<file path="src/sv/fmsp_pkg.sv">
package fmsp_pkg;

   localparam logic [7:0] CHAR_ZERO  = 8'h30;
   localparam logic [7:0] CHAR_SEVEN = 8'h37;
   localparam logic [7:0] CHAR_A     = 8'h61;
   localparam logic [7:0] CHAR_U     = 8'h75;
   localparam logic [7:0] CHAR_G     = 8'h67;
   localparam logic [7:0] CHAR_O     = 8'h6f;
   localparam logic [7:0] CHAR_PLUS  = 8'h2b;
   localparam logic [7:0] CHAR_MINUS = 8'h2d;
   localparam logic [7:0] CHAR_EQUAL = 8'h3d;
   localparam logic [7:0] CHAR_R     = 8'h72;
   localparam logic [7:0] CHAR_W     = 8'h77;
   localparam logic [7:0] CHAR_X     = 8'h78;

   localparam logic [2:0] ERR_NONE     = 3'd0;
   localparam logic [2:0] ERR_FORMAT   = 3'd1;
   localparam logic [2:0] ERR_LENGTH   = 3'd2;
   localparam logic [2:0] ERR_OPERATOR = 3'd3;
   localparam logic [2:0] ERR_PERM     = 3'd4;
   localparam logic [2:0] ERR_OCTAL    = 3'd5;

   localparam logic [1:0] OP_ADD = 2'd0;
   localparam logic [1:0] OP_SUB = 2'd1;
   localparam logic [1:0] OP_SET = 2'd2;

   localparam logic [1:0] CLS_OTHER = 2'd0;
   localparam logic [1:0] CLS_GROUP = 2'd1;
   localparam logic [1:0] CLS_USER  = 2'd2;
   localparam logic [1:0] CLS_ALL   = 2'd3;

   localparam logic [2:0] PERM_R = 3'b100;
   localparam logic [2:0] PERM_W = 3'b010;
   localparam logic [2:0] PERM_X = 3'b001;

   localparam logic [2:0] POS_MAX = 3'd7;
   localparam logic [2:0] POS_OCTAL_LAST = 3'd3;
   localparam logic [2:0] LEN_OCTAL = 3'd4;
   localparam logic [3:0] LEN_MIN = 4'd3;
   localparam logic [3:0] LEN_MAX = 4'd5;

   typedef struct packed {
      logic [7:0]  char_in;
      logic        is_last;
      logic [15:0] current_mode;
   } item_type;

   typedef struct packed {
      logic [2:0] position;
      logic       octal_form;
      logic       implied_all;
      logic [1:0] class_select;
      logic [1:0] operator_kind;
      logic [2:0] perm_bits;
      logic [8:0] octal_value;
      logic [2:0] sticky_error;
   } state_type;

   typedef struct packed {
      logic [15:0] new_mode;
      logic [2:0]  error_code;
   } result_type;

endpackage

</file>
<file path="src/sv/file_mode_string_parser.sv">
// Permission-mode string parser. Send one character per transfer on the req_
// channel, first character first, with req_is_last on the final one; the
// file's current mode is read only with that final character. The rsp_
// channel gives one transfer per string: the new mode and an error code
// (0 ok, 1 format, 2 length, 3 operator, 4 permission, 5 octal), with the
// mode zero on any error. Symbolic strings are class (u g o a, or omitted
// before the operator), operator (+ - =), then r w x letters; octal strings
// are 0 and three octal digits. The block takes one character every cycle
// unless the input side stalls. A result passes through the input register,
// where its last character is held while the parse logic works on it, and
// then the result register, which is loaded when that character is taken.
// The input side stalls only when a final character waits for a result
// register that is still full and not being taken.
module file_mode_string_parser (
   input  logic        clock,
   input  logic        reset,
   input  logic        req_valid,
   output logic        req_ready,
   input  logic [7:0]  req_char_in,
   input  logic        req_is_last,
   input  logic [15:0] req_current_mode,
   output logic        rsp_valid,
   input  logic        rsp_ready,
   output logic [15:0] rsp_new_mode,
   output logic [2:0]  rsp_error_code
);
   import fmsp_pkg::*;

   item_type   req_item;
   item_type   item;
   logic       item_valid;
   logic       take;
   logic       load;
   result_type result;

   logic        rsp_valid_ff;
   logic        rsp_valid_in;
   logic [15:0] rsp_new_mode_ff;
   logic [2:0]  rsp_error_code_ff;

   assign req_item.char_in      = req_char_in;
   assign req_item.is_last      = req_is_last;
   assign req_item.current_mode = req_current_mode;

   fmsp_input_reg u_input_reg (
      .clock      (clock),
      .reset      (reset),
      .req_valid  (req_valid),
      .req_ready  (req_ready),
      .req_item   (req_item),
      .item_valid (item_valid),
      .item       (item),
      .take       (take)
   );

   assign take = item_valid && (!item.is_last || !rsp_valid_ff || rsp_ready);
   assign load = take && item.is_last;

   fmsp_core u_core (
      .clock  (clock),
      .reset  (reset),
      .fire   (take),
      .item   (item),
      .result (result)
   );

   assign rsp_valid_in = load || (rsp_valid_ff && !rsp_ready);

   always_ff @(posedge clock) begin
      if (reset) begin
         rsp_valid_ff <= 1'b0;
      end else begin
         rsp_valid_ff <= rsp_valid_in;
      end
   end

   always_ff @(posedge clock) begin
      if (load) begin
         rsp_new_mode_ff   <= result.new_mode;
         rsp_error_code_ff <= result.error_code;
      end
   end

   assign rsp_valid      = rsp_valid_ff;
   assign rsp_new_mode   = rsp_new_mode_ff;
   assign rsp_error_code = rsp_error_code_ff;

   a_no_overwrite: assert property (@(posedge clock) disable iff (reset)
      load |-> (!rsp_valid_ff || rsp_ready)) else $error("result overwritten");

   a_result_follows_last: assert property (@(posedge clock) disable iff (reset)
      load |=> rsp_valid_ff) else $error("result missing after last");

   a_error_code_range: assert property (@(posedge clock) disable iff (reset)
      rsp_valid_ff |-> (rsp_error_code_ff <= ERR_OCTAL))
      else $error("error code out of range");

endmodule

</file>
<file path="src/sv/fmsp_input_reg.sv">
module fmsp_input_reg (
   input  logic              clock,
   input  logic              reset,
   input  logic              req_valid,
   output logic              req_ready,
   input  fmsp_pkg::item_type req_item,
   output logic              item_valid,
   output fmsp_pkg::item_type item,
   input  logic              take
);
   import fmsp_pkg::*;

   logic     valid_ff;
   logic     valid_in;
   item_type item_ff;
   logic     load;

   assign req_ready  = !valid_ff || take;
   assign load       = req_valid && req_ready;
   assign valid_in   = load || (valid_ff && !take);
   assign item_valid = valid_ff;
   assign item       = item_ff;

   always_ff @(posedge clock) begin
      if (reset) begin
         valid_ff <= 1'b0;
      end else begin
         valid_ff <= valid_in;
      end
   end

   always_ff @(posedge clock) begin
      if (load) begin
         item_ff <= req_item;
      end
   end

   a_take_needs_item: assert property (@(posedge clock) disable iff (reset)
      take |-> valid_ff) else $error("take without a held item");

   a_refill_on_take: assert property (@(posedge clock) disable iff (reset)
      (take && !req_valid) |=> !valid_ff) else $error("item held after drain");

   a_hold_on_stall: assert property (@(posedge clock) disable iff (reset)
      (valid_ff && !take) |=> (valid_ff && $stable(item_ff)))
      else $error("held item lost on stall");

endmodule

</file>
<file path="src/sv/fmsp_core.sv">
module fmsp_core (
   input  logic                 clock,
   input  logic                 reset,
   input  logic                 fire,
   input  fmsp_pkg::item_type   item,
   output fmsp_pkg::result_type result
);
   import fmsp_pkg::*;

   state_type   st_ff;
   state_type   st_in;
   logic [7:0]  c;
   logic [3:0]  len;
   logic [8:0]  mask;
   logic [15:0] sym_mode;
   logic [15:0] mode;
   logic [2:0]  err;
   logic        is_op;
   logic [1:0]  op_code;

   assign c = item.char_in;

   always_comb begin
      is_op   = 1'b1;
      op_code = OP_ADD;
      priority if (c == CHAR_PLUS) begin
         op_code = OP_ADD;
      end else if (c == CHAR_MINUS) begin
         op_code = OP_SUB;
      end else if (c == CHAR_EQUAL) begin
         op_code = OP_SET;
      end else begin
         is_op = 1'b0;
      end
   end

   always_comb begin
      st_in = st_ff;
      if (st_ff.position == 3'd0) begin
         priority if (c == CHAR_ZERO) begin
            st_in.octal_form = 1'b1;
         end else if (c == CHAR_A) begin
            st_in.class_select = CLS_ALL;
         end else if (c == CHAR_U) begin
            st_in.class_select = CLS_USER;
         end else if (c == CHAR_G) begin
            st_in.class_select = CLS_GROUP;
         end else if (c == CHAR_O) begin
            st_in.class_select = CLS_OTHER;
         end else if (is_op) begin
            st_in.operator_kind = op_code;
            st_in.implied_all   = 1'b1;
            st_in.class_select  = CLS_ALL;
         end else begin
            st_in.sticky_error = ERR_FORMAT;
         end
      end else if (st_ff.sticky_error != ERR_FORMAT) begin
         if (st_ff.octal_form) begin
            if (st_ff.position <= POS_OCTAL_LAST) begin
               if (c < CHAR_ZERO || c > CHAR_SEVEN) begin
                  if (st_ff.sticky_error == ERR_NONE) begin
                     st_in.sticky_error = ERR_OCTAL;
                  end
               end else begin
                  st_in.octal_value = {st_ff.octal_value[5:0], c[2:0]};
               end
            end
         end else if (st_ff.position == 3'd1 && !st_ff.implied_all) begin
            if (is_op) begin
               st_in.operator_kind = op_code;
            end else if (st_ff.sticky_error == ERR_NONE) begin
               st_in.sticky_error = ERR_OPERATOR;
            end
         end else if (c == CHAR_R) begin
            st_in.perm_bits = st_ff.perm_bits | PERM_R;
         end else if (c == CHAR_W) begin
            st_in.perm_bits = st_ff.perm_bits | PERM_W;
         end else if (c == CHAR_X) begin
            st_in.perm_bits = st_ff.perm_bits | PERM_X;
         end else if (st_ff.sticky_error == ERR_NONE) begin
            st_in.sticky_error = ERR_PERM;
         end
      end
      if (st_ff.position < POS_MAX) begin
         st_in.position = st_ff.position + 3'd1;
      end
   end

   always_comb begin
      unique case (st_in.class_select)
         CLS_OTHER: mask = {6'd0, st_in.perm_bits};
         CLS_GROUP: mask = {3'd0, st_in.perm_bits, 3'd0};
         CLS_USER:  mask = {st_in.perm_bits, 6'd0};
         default:   mask = {3{st_in.perm_bits}};
      endcase
   end

   always_comb begin
      sym_mode = 16'd0;
      unique case (st_in.operator_kind)
         OP_ADD: sym_mode = item.current_mode | {7'd0, mask};
         OP_SUB: sym_mode = item.current_mode & ~{7'd0, mask};
         default: begin
            for (int k = 0; k < 3; k++) begin
               sym_mode[3*k +: 3] = (mask[3*k +: 3] != 3'd0) ?
                                    mask[3*k +: 3] : item.current_mode[3*k +: 3];
            end
         end
      endcase
   end

   assign len = {1'b0, st_in.position} + {3'd0, st_in.implied_all};

   always_comb begin
      mode = 16'd0;
      err  = ERR_NONE;
      if (st_in.sticky_error == ERR_FORMAT) begin
         err = ERR_FORMAT;
      end else if (st_in.octal_form) begin
         if (st_in.position != LEN_OCTAL || st_in.sticky_error != ERR_NONE) begin
            err = ERR_OCTAL;
         end else begin
            mode = {7'd0, st_in.octal_value};
         end
      end else if (len < LEN_MIN || len > LEN_MAX) begin
         err = ERR_LENGTH;
      end else if (st_in.sticky_error != ERR_NONE) begin
         err = st_in.sticky_error;
      end else begin
         mode = sym_mode;
      end
   end

   assign result.new_mode   = mode;
   assign result.error_code = err;

   always_ff @(posedge clock) begin
      if (reset) begin
         st_ff <= '0;
      end else if (fire) begin
         st_ff <= item.is_last ? '0 : st_in;
      end
   end

   a_restart_after_last: assert property (@(posedge clock) disable iff (reset)
      (fire && item.is_last) |=> (st_ff == '0)) else $error("state kept after last");

   a_position_advance: assert property (@(posedge clock) disable iff (reset)
      (fire && !item.is_last && st_ff.position < POS_MAX)
      |=> (st_ff.position == $past(st_ff.position) + 3'd1))
      else $error("position did not advance");

   a_error_range: assert property (@(posedge clock) disable iff (reset)
      st_ff.sticky_error <= ERR_OCTAL) else $error("sticky error out of range");

   a_error_zero_mode: assert property (@(posedge clock) disable iff (reset)
      (fire && item.is_last && result.error_code != ERR_NONE) |-> (result.new_mode == 16'd0))
      else $error("mode not cleared on error");

endmodule
</file>
<file path="config.mk">
export PLATFORM = sky130hd
export DESIGN_NAME = file_mode_string_parser
export DESIGN_NICKNAME = d
export VERILOG_FILES = /design/src/sv/fmsp_pkg.sv /design/src/sv/file_mode_string_parser.sv /design/src/sv/fmsp_input_reg.sv /design/src/sv/fmsp_core.sv
export SDC_FILE = /design/constraint.sdc
export NUM_CORES = 1
export LEC_CHECK = 0
export ABC_AREA = 1
export BUFFER_PORTS_ARGS = -buffer_cell sky130_fd_sc_hd__buf_2
export CORE_MARGIN = 2
export CORE_UTILIZATION = 30
export CTS_CLUSTER_DIAMETER = 30
export CTS_CLUSTER_SIZE = 20
export DETAILED_ROUTE_END_ITERATION = 16
export MAX_ROUTING_LAYER = met4
export SETUP_SLACK_MARGIN = 0.05
export SLEW_MARGIN = 25
export SYNTH_ARGS = -nofsm -noshare
export SYNTH_HDL_FRONTEND = slang
export SYNTH_HIERARCHICAL = 1
export SYNTH_SLANG_ARGS = --single-unit
</file>
<file path="constraint.sdc">
create_clock -name clock -period 3.81 [get_ports clock]
set_clock_uncertainty 0.15 [all_clocks]
set_input_delay 0.762 -clock clock [delete_from_list [all_inputs] [get_ports clock]]
set_output_delay 0.762 -clock clock [all_outputs]
set_load 0.02 [all_outputs]
</file>
==> results.md, run 1 <==
* Status: finished clean
* CTS root buf: clkbuf_16
* Die Width at 114.7 um
* Clock Latency Late Sink at 0.33 ns
* R2r startpoint: u_core/st_ff[21]
* LEAKAGE at 1.855 nW
* Multiplexer area fraction after synthesis at 0.01837
* Fin Setup TNS at 0 ns
* Final nets at 546
* Net Count, Synth at 490
* Worst Path Required at 3.82 ns
* Setup violators final at 0
* Tot GR Track Use at 0.1476
* Ys flop type: edfxtp_1
* H-tree levels at 3
* Number of remaining DRC errors at 0
* XOR/XNOR Fraction of Synth Area at 0.002382
* Critical Path Fanout Max at 8
* Hold Vio Cnt, Final at 0
* CTS tree: built
* Synth warnings at 6
* Routed vias at 3107
* WL per Instance at 12.97 um
* Number of global-route vias before repair at 3107
* I/O pin count at 50
* PD cells at 411.5 nW/um^2
* Die footprint at 13160 um^2
* Crit path arrival time at 3.07 ns
* Min-Delay Path Class: reg2reg
* Post-synthesis compound-gate area fraction at 0.09561
* Cells after Synth at 455
* Simple-Gate Fraction of Synth Area at 0.2998
* Post-synthesis cell type count at 37
* Fmax at 326.5 MHz
* Post-Synthesis Cell Area at 3677 um^2
* Clk slew on worst S/H paths at 0.06 ns
* Placement Cell Area at 4098 um^2
* Final Cell Area at 4373 um^2
* DP HPWL at 6427 um
* Most frequent cells in the layout: nand2_1 (155), nor2_1 (50), buf_2 (49), edfxtp_1 (44), inv_1 (42)
* GRT Residual Overflow at 0
* Overall routed net length at 8598 um
* Period utilization at 0.8038
* Fillers at 1252
* Yosys reg bits at 70
* Max Cap Viol at 0
* Core area at 12010 um^2
* Cell Rows at 40
* Crit start category: register
* Clock Sinks at 70
* Starting Density at 0.3061
* Input/output buffers at 49
* Max-slew violations at 0
* DR vias/cell at 4.686
* FF-to-FF End: rsp_new_mode[14]
* DIE HEIGHT at 114.7 um
* First-pass GRT wire length at 14730 um
* Peak VDD IR at 0.2304 mV
* # diodes at 0
* Unrepaired setup endpoints after global routing: no
* Crit path time final at 3.063 ns
* CTS Buf Count at 9
* Gpl congestion at 0.8907
* Initial antenna violation count at 0
* Commonest non-fill, non-tap cell in the layout: nand2_1
* Reg2reg setup slack at 0.75 ns
* Number of cells upsized or downsized after cts at 0
* # hold bufs at CTS at 0
* Area of the multi-input gates at 1609 um^2
* FF+latch area at 1842 um^2
* Worst reg-to-reg path cell count at 13
* Worst-margin pin slew at 0.7823 ns
* Worst Setup EP: rsp_new_mode[14]
* Syn avg cell area at 8.082 um^2
* Largest family of logic cells by synthesized area: simple AND/OR/NAND/NOR gates
* Slew margin rel. at 0.4779
* TritonRoute pass-1 iters at 6
* Longest Clk Path Bufs at 2
* CP Launch Point: u_core/st_ff[21]
* Area Growth Syn to Fin at 18.92%
* Post-CTS setup buffers at 0
* Detail Route Antenna Nets at 0
* Ys async rst share at 0
* Post-synthesis sequential area ratio at 0.5009
* Setup CP Type: reg2reg
* Critical Path Sink Type: register
* Synth Area in Adders at 0.02042
* Largest net degree at the start of global routing at 27
* Number of enable flip-flop cells after synthesis at 44
* Share of cells above drive strength 1 at 0.2035
* DRT iter0 DRCs at 182
==> metal layers <==
metal	vias to the layer above	routed length [um]	global-route usage
met1	1427	3872	0.1796
met3	12	310	0.02488
met2	71	4273	0.2418
met5	-	0	-
met4	0	140	0.06506
li1	1597	-	-
==> cell families after synthesis <==
logic type	Yosys count
buffers and inverters	59
multiplexers	6
flip-flops	70
XOR/XNOR	1
adder cells (fa/ha/maj)	6
AND/OR/NAND/NOR	254
AO/OA/AOI/OAI	59
==> cell type report <==
cell class	instances	area share
Sequential cell	70	0.4212
Multi-Input combinational cell	326	0.3680
Tap cell	147	0.04206
Clock buffer	10	0.05236
Timing Repair Buffer	52	0.06123
Clock inverter	6	0.01059
Inverter	52	0.04464
==> worst min-delay path by stage <==
stage	from	end	slack, ns	depth (start not counted)
final	u_core/st_ff[18]	u_core/st_ff[18]	0.31	2
after global routing	u_core/st_ff[18]	u_core/st_ff[18]	0.33	2
after CTS	u_core/st_ff[18]	u_core/st_ff[18]	0.32	2
after detailed placement	u_core/st_ff[18]	u_core/st_ff[18]	0.31	2
after global placement	u_core/st_ff[10]	u_core/st_ff[10]	0.30	2
after floorplan	u_core/st_ff[10]	u_core/st_ff[10]	0.29	2
==> flip-flops by register name (all words and copies together) (netlist names) <==
signal                  cells
rsp_error_code              3
rsp_new_mode               16
rsp_valid                   1
u_core/st_ff               24
u_input_reg/item           25
u_input_reg/item_valid      1
==> where the power goes <==
part	total [W]	internal [W]	switching, W	leakage [nW]
Clock	0.000778	0.000445	0.000333	0.129
Sequential	0.000855	0.000839	0.0000157	0.614
Combinational	0.000167	0.0000514	0.000115	1.11
Total	0.00180	0.00134	0.000464	1.86
==> cells in the mapped netlist (4+ instances only) <==
cell type / instances / area share
edfxtp_1: 44 / 0.36
inv_2: 9 / 0.0092
nor2_1: 50 / 0.051
nand4_1: 4 / 0.0068
inv_1: 42 / 0.043
nand3_1: 18 / 0.024
nand2_1: 155 / 0.16
a211oi_1: 4 / 0.0082
a21oi_2: 4 / 0.0095
a21oi_1: 29 / 0.039
dfxtp_1: 26 / 0.14
o21ai_0: 10 / 0.014
ha_1: 6 / 0.020
nor2_2: 4 / 0.0068
clkbuf_1: 5 / 0.0051
mux2_2: 6 / 0.018
nor3b_1: 7 / 0.014
nand2_2: 7 / 0.012
==> critical path: stages (launching register included) <==
cell and delay, ns:
dfxtp_1 0.42, inv_1 0.09, ha_1 0.20, nand2_1 0.17, inv_2 0.12, a21oi_1 0.23, inv_1 0.07, ha_1 0.21
ha_1 0.19, xnor2_1 0.20, o211ai_1 0.16, nor2_1 0.20, nand2_1 0.22, nor3b_1 0.27
==> through the flow <==
stage	hold WS [ns]	worst slack (ns)	total power (W)	utilization	cells
6_report	0.3120	0.7474	0.001799	0.3641	663
4_1_cts	0.3162	0.7303	0.001816	0.3641	663
3_3_place_gp	0.3009	0.9197	0.001035	0.3411	647
2_1_floorplan	0.2919	0.9326	0.0009785	-	455
3_5_place_dp	0.3075	0.7640	0.001038	0.3411	647
5_1_grt	0.3328	0.4292	0.001875	0.3641	663
Power figures use the tool's default switching activity.
==> run 2, diff against run 1 <==
- clock period: 3.81 -> 2.65 ns (I/O delays scaled with it)
==> results.md, run 2 (synthesized netlist as in run 1, its figures left out) <==
* Status: finished clean
* Longest Clk Path Bufs at 2
* Fmax at 389.4 MHz
* Worst-margin pin slew at 0.5257 ns
* Tot GR Track Use at 0.1510
* Power Total at 0.002821 W
* Worst stage delay on the critical path at 0.46 ns
* H-tree levels at 3
* Final nets at 579
* Hold Vio Cnt, Final at 0
* Clk slew on worst S/H paths at 0.06 ns
* Hold_ws at 0.2210 ns
* Clock Latency Late Sink at 0.33 ns
* Placed insts at 671
* Crit path time final at 2.568 ns
* Peak VDD IR at 0.3425 mV
* CP cell instances: nand2_2 > nor2_2 > nand2_2 > nand2_2 > a21oi_2 > inv_1 > ha_2 > ha_4 > xnor2_2 > o211ai_1 > nor2_2 > buf_6 > nand3_4 > nor2_2 > nand2_1 > nand2_1
* Gpl congestion at 0.9585
* Post-placement setup slack at -0.09114 ns
* # diodes at 0
* Max Cap Viol at 0
* Overall routed net length at 9102 um
* Worst setup margin at 0.08203 ns
* Slew margin rel. at 0.6495
* Critical Path Fanout Max at 5
* Number of global-route vias before repair at 3212
* PD cells at 581.6 nW/um^2
* Detail Route Antenna Nets at 0
* Share of cells above drive strength 1 at 0.3260
* Clock Sinks at 70
* CTS Buf Count at 9
* Commonest non-fill, non-tap cell in the layout: nand2_1
* Delay-heaviest family, CP: simple AND/OR/NAND/NOR gates
* Max-slew violations at 0
* Crit path arrival time at 2.50 ns
* Min-Delay Path Class: in2reg
* Placement Cell Area at 4283 um^2
* LEAKAGE at 2.063 nW
* Cell Rows at 40
* Setup CP Type: reg2reg
* Crit start category: register
* # hold bufs at CTS at 0
* Final std cells w/o fill at 696
* Critical Path Sink Type: register
* CTS tree: built
* WP buf/inv at 2
* DIE HEIGHT at 114.7 um
* Die Width at 114.7 um
* Starting Density at 0.3061
* Max reg flops at 25
* DRT iter0 DRCs at 172
* Die footprint at 13160 um^2
* WL per Instance at 13.08 um
* First-pass GRT wire length at 15070 um
* Area Growth Syn to Fin at 31.88%
* CTS root buf: clkbuf_16
* Number of remaining DRC errors at 0
* Core area at 12010 um^2
* Routed vias at 3267
* Unrepaired setup endpoints after global routing: yes
* Period utilization at 0.9690
* Most frequent cells in the layout: nand2_1 (147), buf_2 (49), edfxtp_1 (44), inv_1 (41), nor2_1 (38)
* DR vias/cell at 4.694
* Critical Path Slowest Stage Cell: edfxtp_1
* Largest net degree at the start of global routing at 27
* Initial antenna violation count at 0
* Worst Path Required at 2.58 ns
* I/O pin count at 50
* Final Cell Area at 4850 um^2
* Setup violators final at 0
* TritonRoute pass-1 iters at 4
* Input/output buffers at 49
* DP HPWL at 6671 um
* GRT Residual Overflow at 0
==> run 2: changes by cell type in the layout (fill, tap and decap cells not counted), sizes merged <==
cell	delta
clkinv	+1
clkinvlp	-2
clkbuf	-1
nand3	+1
bufinv	+2
buf	+32
==> run 2: worst paths after layout <==
kind,from,end,slack [ns],cells past startpoint
hold reg to reg,u_core/st_ff[18],u_core/st_ff[18],0.31,2
hold / removal,req_current_mode[5],u_input_reg/item[5],0.22,1
setup / recovery,u_input_reg/item[22],rsp_new_mode[4],0.08,16
setup reg to reg,u_input_reg/item[22],rsp_new_mode[4],0.08,16
==> run 2: timing repair <==
action / 4_1_cts / 5_1_grt
setup buffers: 5 / 3
pin swaps: 11 / 29
cloned: 1 / 0
resized for setup: 18 / 30
setup endpoints to repair: 17 / 19
==> run 2: through the flow <==
stage / utilization / TNS, ns
after CTS: 0.3933 / 0
final: 0.4038 / 0
after global placement: 0.3566 / -0.06767
after global routing: 0.4038 / -1.019
after floorplan: - / 0
after detailed placement: 0.3566 / -1.078
==> run 2: cell type report <==
type                       count  area, um^2
inverter                      52       197.7
fill                        1217        7162
tap                          147       183.9
sequential                    70        1844
timing repair buffer          84       515.5
multi-input combinational    327        1787
clock inverter                 7       96.34
clock buffer                   9       225.2
==> run 2: routing by layer <==
layer,track usage,up-vias,routed length [um]
li1,-,1667,-
met1,0.1886,1518,4143
met2,0.2430,76,4494
met3,0.02912,6,373
met4,0.05783,0,90
met5,-,-,0
==> run 2: power by group <==
group	internal [W]	switching, W
combinational	0.000112	0.000194
sequential	0.00121	0.0000202
clock	0.000828	0.000460
==> run 3, diff against run 2 <==
- CTS_BUF_LIST: default -> sky130_fd_sc_hd__clkbuf_4 sky130_fd_sc_hd__clkbuf_8
==> results.md, run 3 (synthesized netlist as in run 1, its figures left out) <==
* Status: finished, violations left
* Failing checks: setup timing
* Cell-internal power at 0.001856 W
* Sw Share at 0.2586
* Commonest non-fill, non-tap cell in the layout: nand2_1
* Worst reg-to-reg path cell count at 16
* DIE HEIGHT at 114.7 um
* Power share of the clock group at 0.384
* Hold Path Stages at 1
* Hold Crit Start: req_current_mode[5]
* Final Cell Area at 4840 um^2
* LEAKAGE at 2.040 nW
* FF-to-FF End: rsp_new_mode[4]
* Crit path arrival time at 2.61 ns
* # hold bufs at CTS at 0
* Largest net degree at the start of global routing at 27
* Die Width at 114.7 um
* Switching power at 0.0006474 W
* First-pass GRT wire length at 15000 um
* Crit path time final at 2.652 ns
* Share of cells above drive strength 1 at 0.3507
* Worst-margin pin slew at 0.5304 ns
* Fillers at 1215
* Worst Path Required at 2.61 ns
* I/O pin count at 50
* CTS tree: built
* Setup violators final at 1
* Clk slew on worst S/H paths at 0.08 ns
* DR vias/cell at 4.775
* Final core utilization at 0.4029
* Crit start category: register
* DP HPWL at 6671 um
* TritonRoute pass-1 iters at 5
* Longest Clk Path Bufs at 2
* Starting Density at 0.3061
* CTS Buf Count at 9
* Max-slew violations at 0
* GRT Residual Overflow at 0
* Max reg flops at 25
* Area Growth Syn to Fin at 31.61%
* Period utilization at 1.001
* Placement Cell Area at 4283 um^2
* Peak VDD IR at 0.2275 mV
* Overall routed net length at 9525 um
* WL per Instance at 13.55 um
* Input/output buffers at 49
* CTS root buf: clkbuf_8
* Most frequent cells in the layout: nand2_1 (145), buf_2 (49), edfxtp_1 (44), buf_4 (39), inv_1 (38)
* Gpl congestion at 0.9585
* WHS Endpoint: u_input_reg/item[5]
* Reg2reg setup slack at -0.002 ns
* Detail Route Antenna Nets at 0
* Die footprint at 13160 um^2
* Number of global-route vias before repair at 3225
* Slew margin rel. at 0.6464
* PD cells at 517.3 nW/um^2
* Combinational share of power at 0.127
* Unrepaired setup endpoints after global routing: yes
* Final nets at 586
* Clock Sinks at 70
* R2r startpoint: u_input_reg/item[22]
* Hold Vio Cnt, Final at 0
* Min-Delay Path Class: in2reg
* H-tree levels at 3
* Tot GR Track Use at 0.1506
* Core area at 12010 um^2
* Critical Path Sink Type: register
* Max Cap Viol at 0
* Worst setup margin at -0.002280 ns
* DRT iter0 DRCs at 245
* Cell Rows at 40
* Fmax at 377.0 MHz
* Initial antenna violation count at 0
* Setup CP Type: reg2reg
* Sequential Power Share at 0.489
* Number of remaining DRC errors at 0
* Clock Latency Late Sink at 0.35 ns
* Routed vias at 3357
* # diodes at 0
* Critical Path Fanout Max at 5
-- run 3: cell count changes in the layout (fill, tap and decap cells not counted), moves of 2 or more --
cell	before	now
inv_1	41	38
inv_2	9	13
nand2_1	147	145
clkbuf_16	9	0
clkbuf_8	0	9
nand2_2	14	16
buf_4	33	39
-- run 3: per-stage QoR --
stage	std cells	setup TNS, ns	setup WS, ns	hold WS (ns)	power [W]
floorplan	455	0	0.06281	0.2919	0.001408
global placement	671	-0.06767	-0.01489	0.2981	0.001512
detailed placement	671	-1.078	-0.09114	0.3055	0.001518
CTS	695	0	0.04204	0.1755	0.002505
global route	703	-1.512	-0.1600	0.1690	0.002631
finish	703	-0.002280	-0.002280	0.1955	0.002504
-- run 3: how the worst max path moves through the flow --
stage / endpoint / start / cells after the start
global route: rsp_new_mode[4] / u_input_reg/item[22] / 16
floorplan: rsp_new_mode[0] / u_core/st_ff[21] / 15
global placement: rsp_new_mode[6] / u_input_reg/item[22] / 15
detailed placement: rsp_new_mode[13] / u_input_reg/item[22] / 13
finish: rsp_new_mode[4] / u_input_reg/item[22] / 16
CTS: rsp_new_mode[13] / u_input_reg/item[22] / 15
-- run 3: worst max-delay path, cell delays in order (launching register included) --
cell      delay, ns
edfxtp_1       0.49
nand3_2        0.13
inv_2          0.04
nand3_2        0.08
nand2_2        0.07
a21oi_2        0.15
inv_1          0.06
ha_2           0.20
ha_4           0.16
xnor2_2        0.13
o211ai_1       0.27
nor2_2         0.09
buf_6          0.14
nand3_4        0.09
nor2_2         0.04
nand2_1        0.07
nand2_1        0.05
-- run 3: final cells by class --
| cell class | count | area [um^2] | area share |
|---|---|---|---|
| repair buffers | 90 | 560.5 | 0.1158 |
| multi-input cells | 328 | 1836 | 0.3793 |
| flip-flops and latches | 70 | 1844 | 0.3811 |
| clock inverters | 7 | 96.34 | 0.01991 |
| inverters | 52 | 195.2 | 0.04033 |
| clock buffers | 9 | 123.9 | 0.02559 |
| well taps | 147 | 183.9 | 0.03800 |
-- run 3: timing repair --
action                                  in CTS  in global routing
gates resized for setup                     18                 44
setup buffers                                7                  6
endpoints found under the setup margin      17                 19
cloned                                       1                  2
hold endpoints to repair                     0                  0
pin swaps                                   10                 30
-- run 3: power groups by stage --
stage | clock network, W | logic, W | registers [W]
floorplan | 0 | 0.000144 | 0.00126
global placement | 0 | 0.000265 | 0.00125
detailed placement | 0 | 0.000269 | 0.00125
CTS | 0.000990 | 0.000290 | 0.00122
global route | 0.00105 | 0.000354 | 0.00123
finish | 0.000961 | 0.000318 | 0.00122
-- run 3: layer usage --
layer	track usage	vias to the layer above	part of all wire
met5	-	-	0
met4	0.04819	0	0.017
met3	0.03706	13	0.051
met2	0.2438	108	0.49
met1	0.1856	1555	0.44
li1	-	1681	-
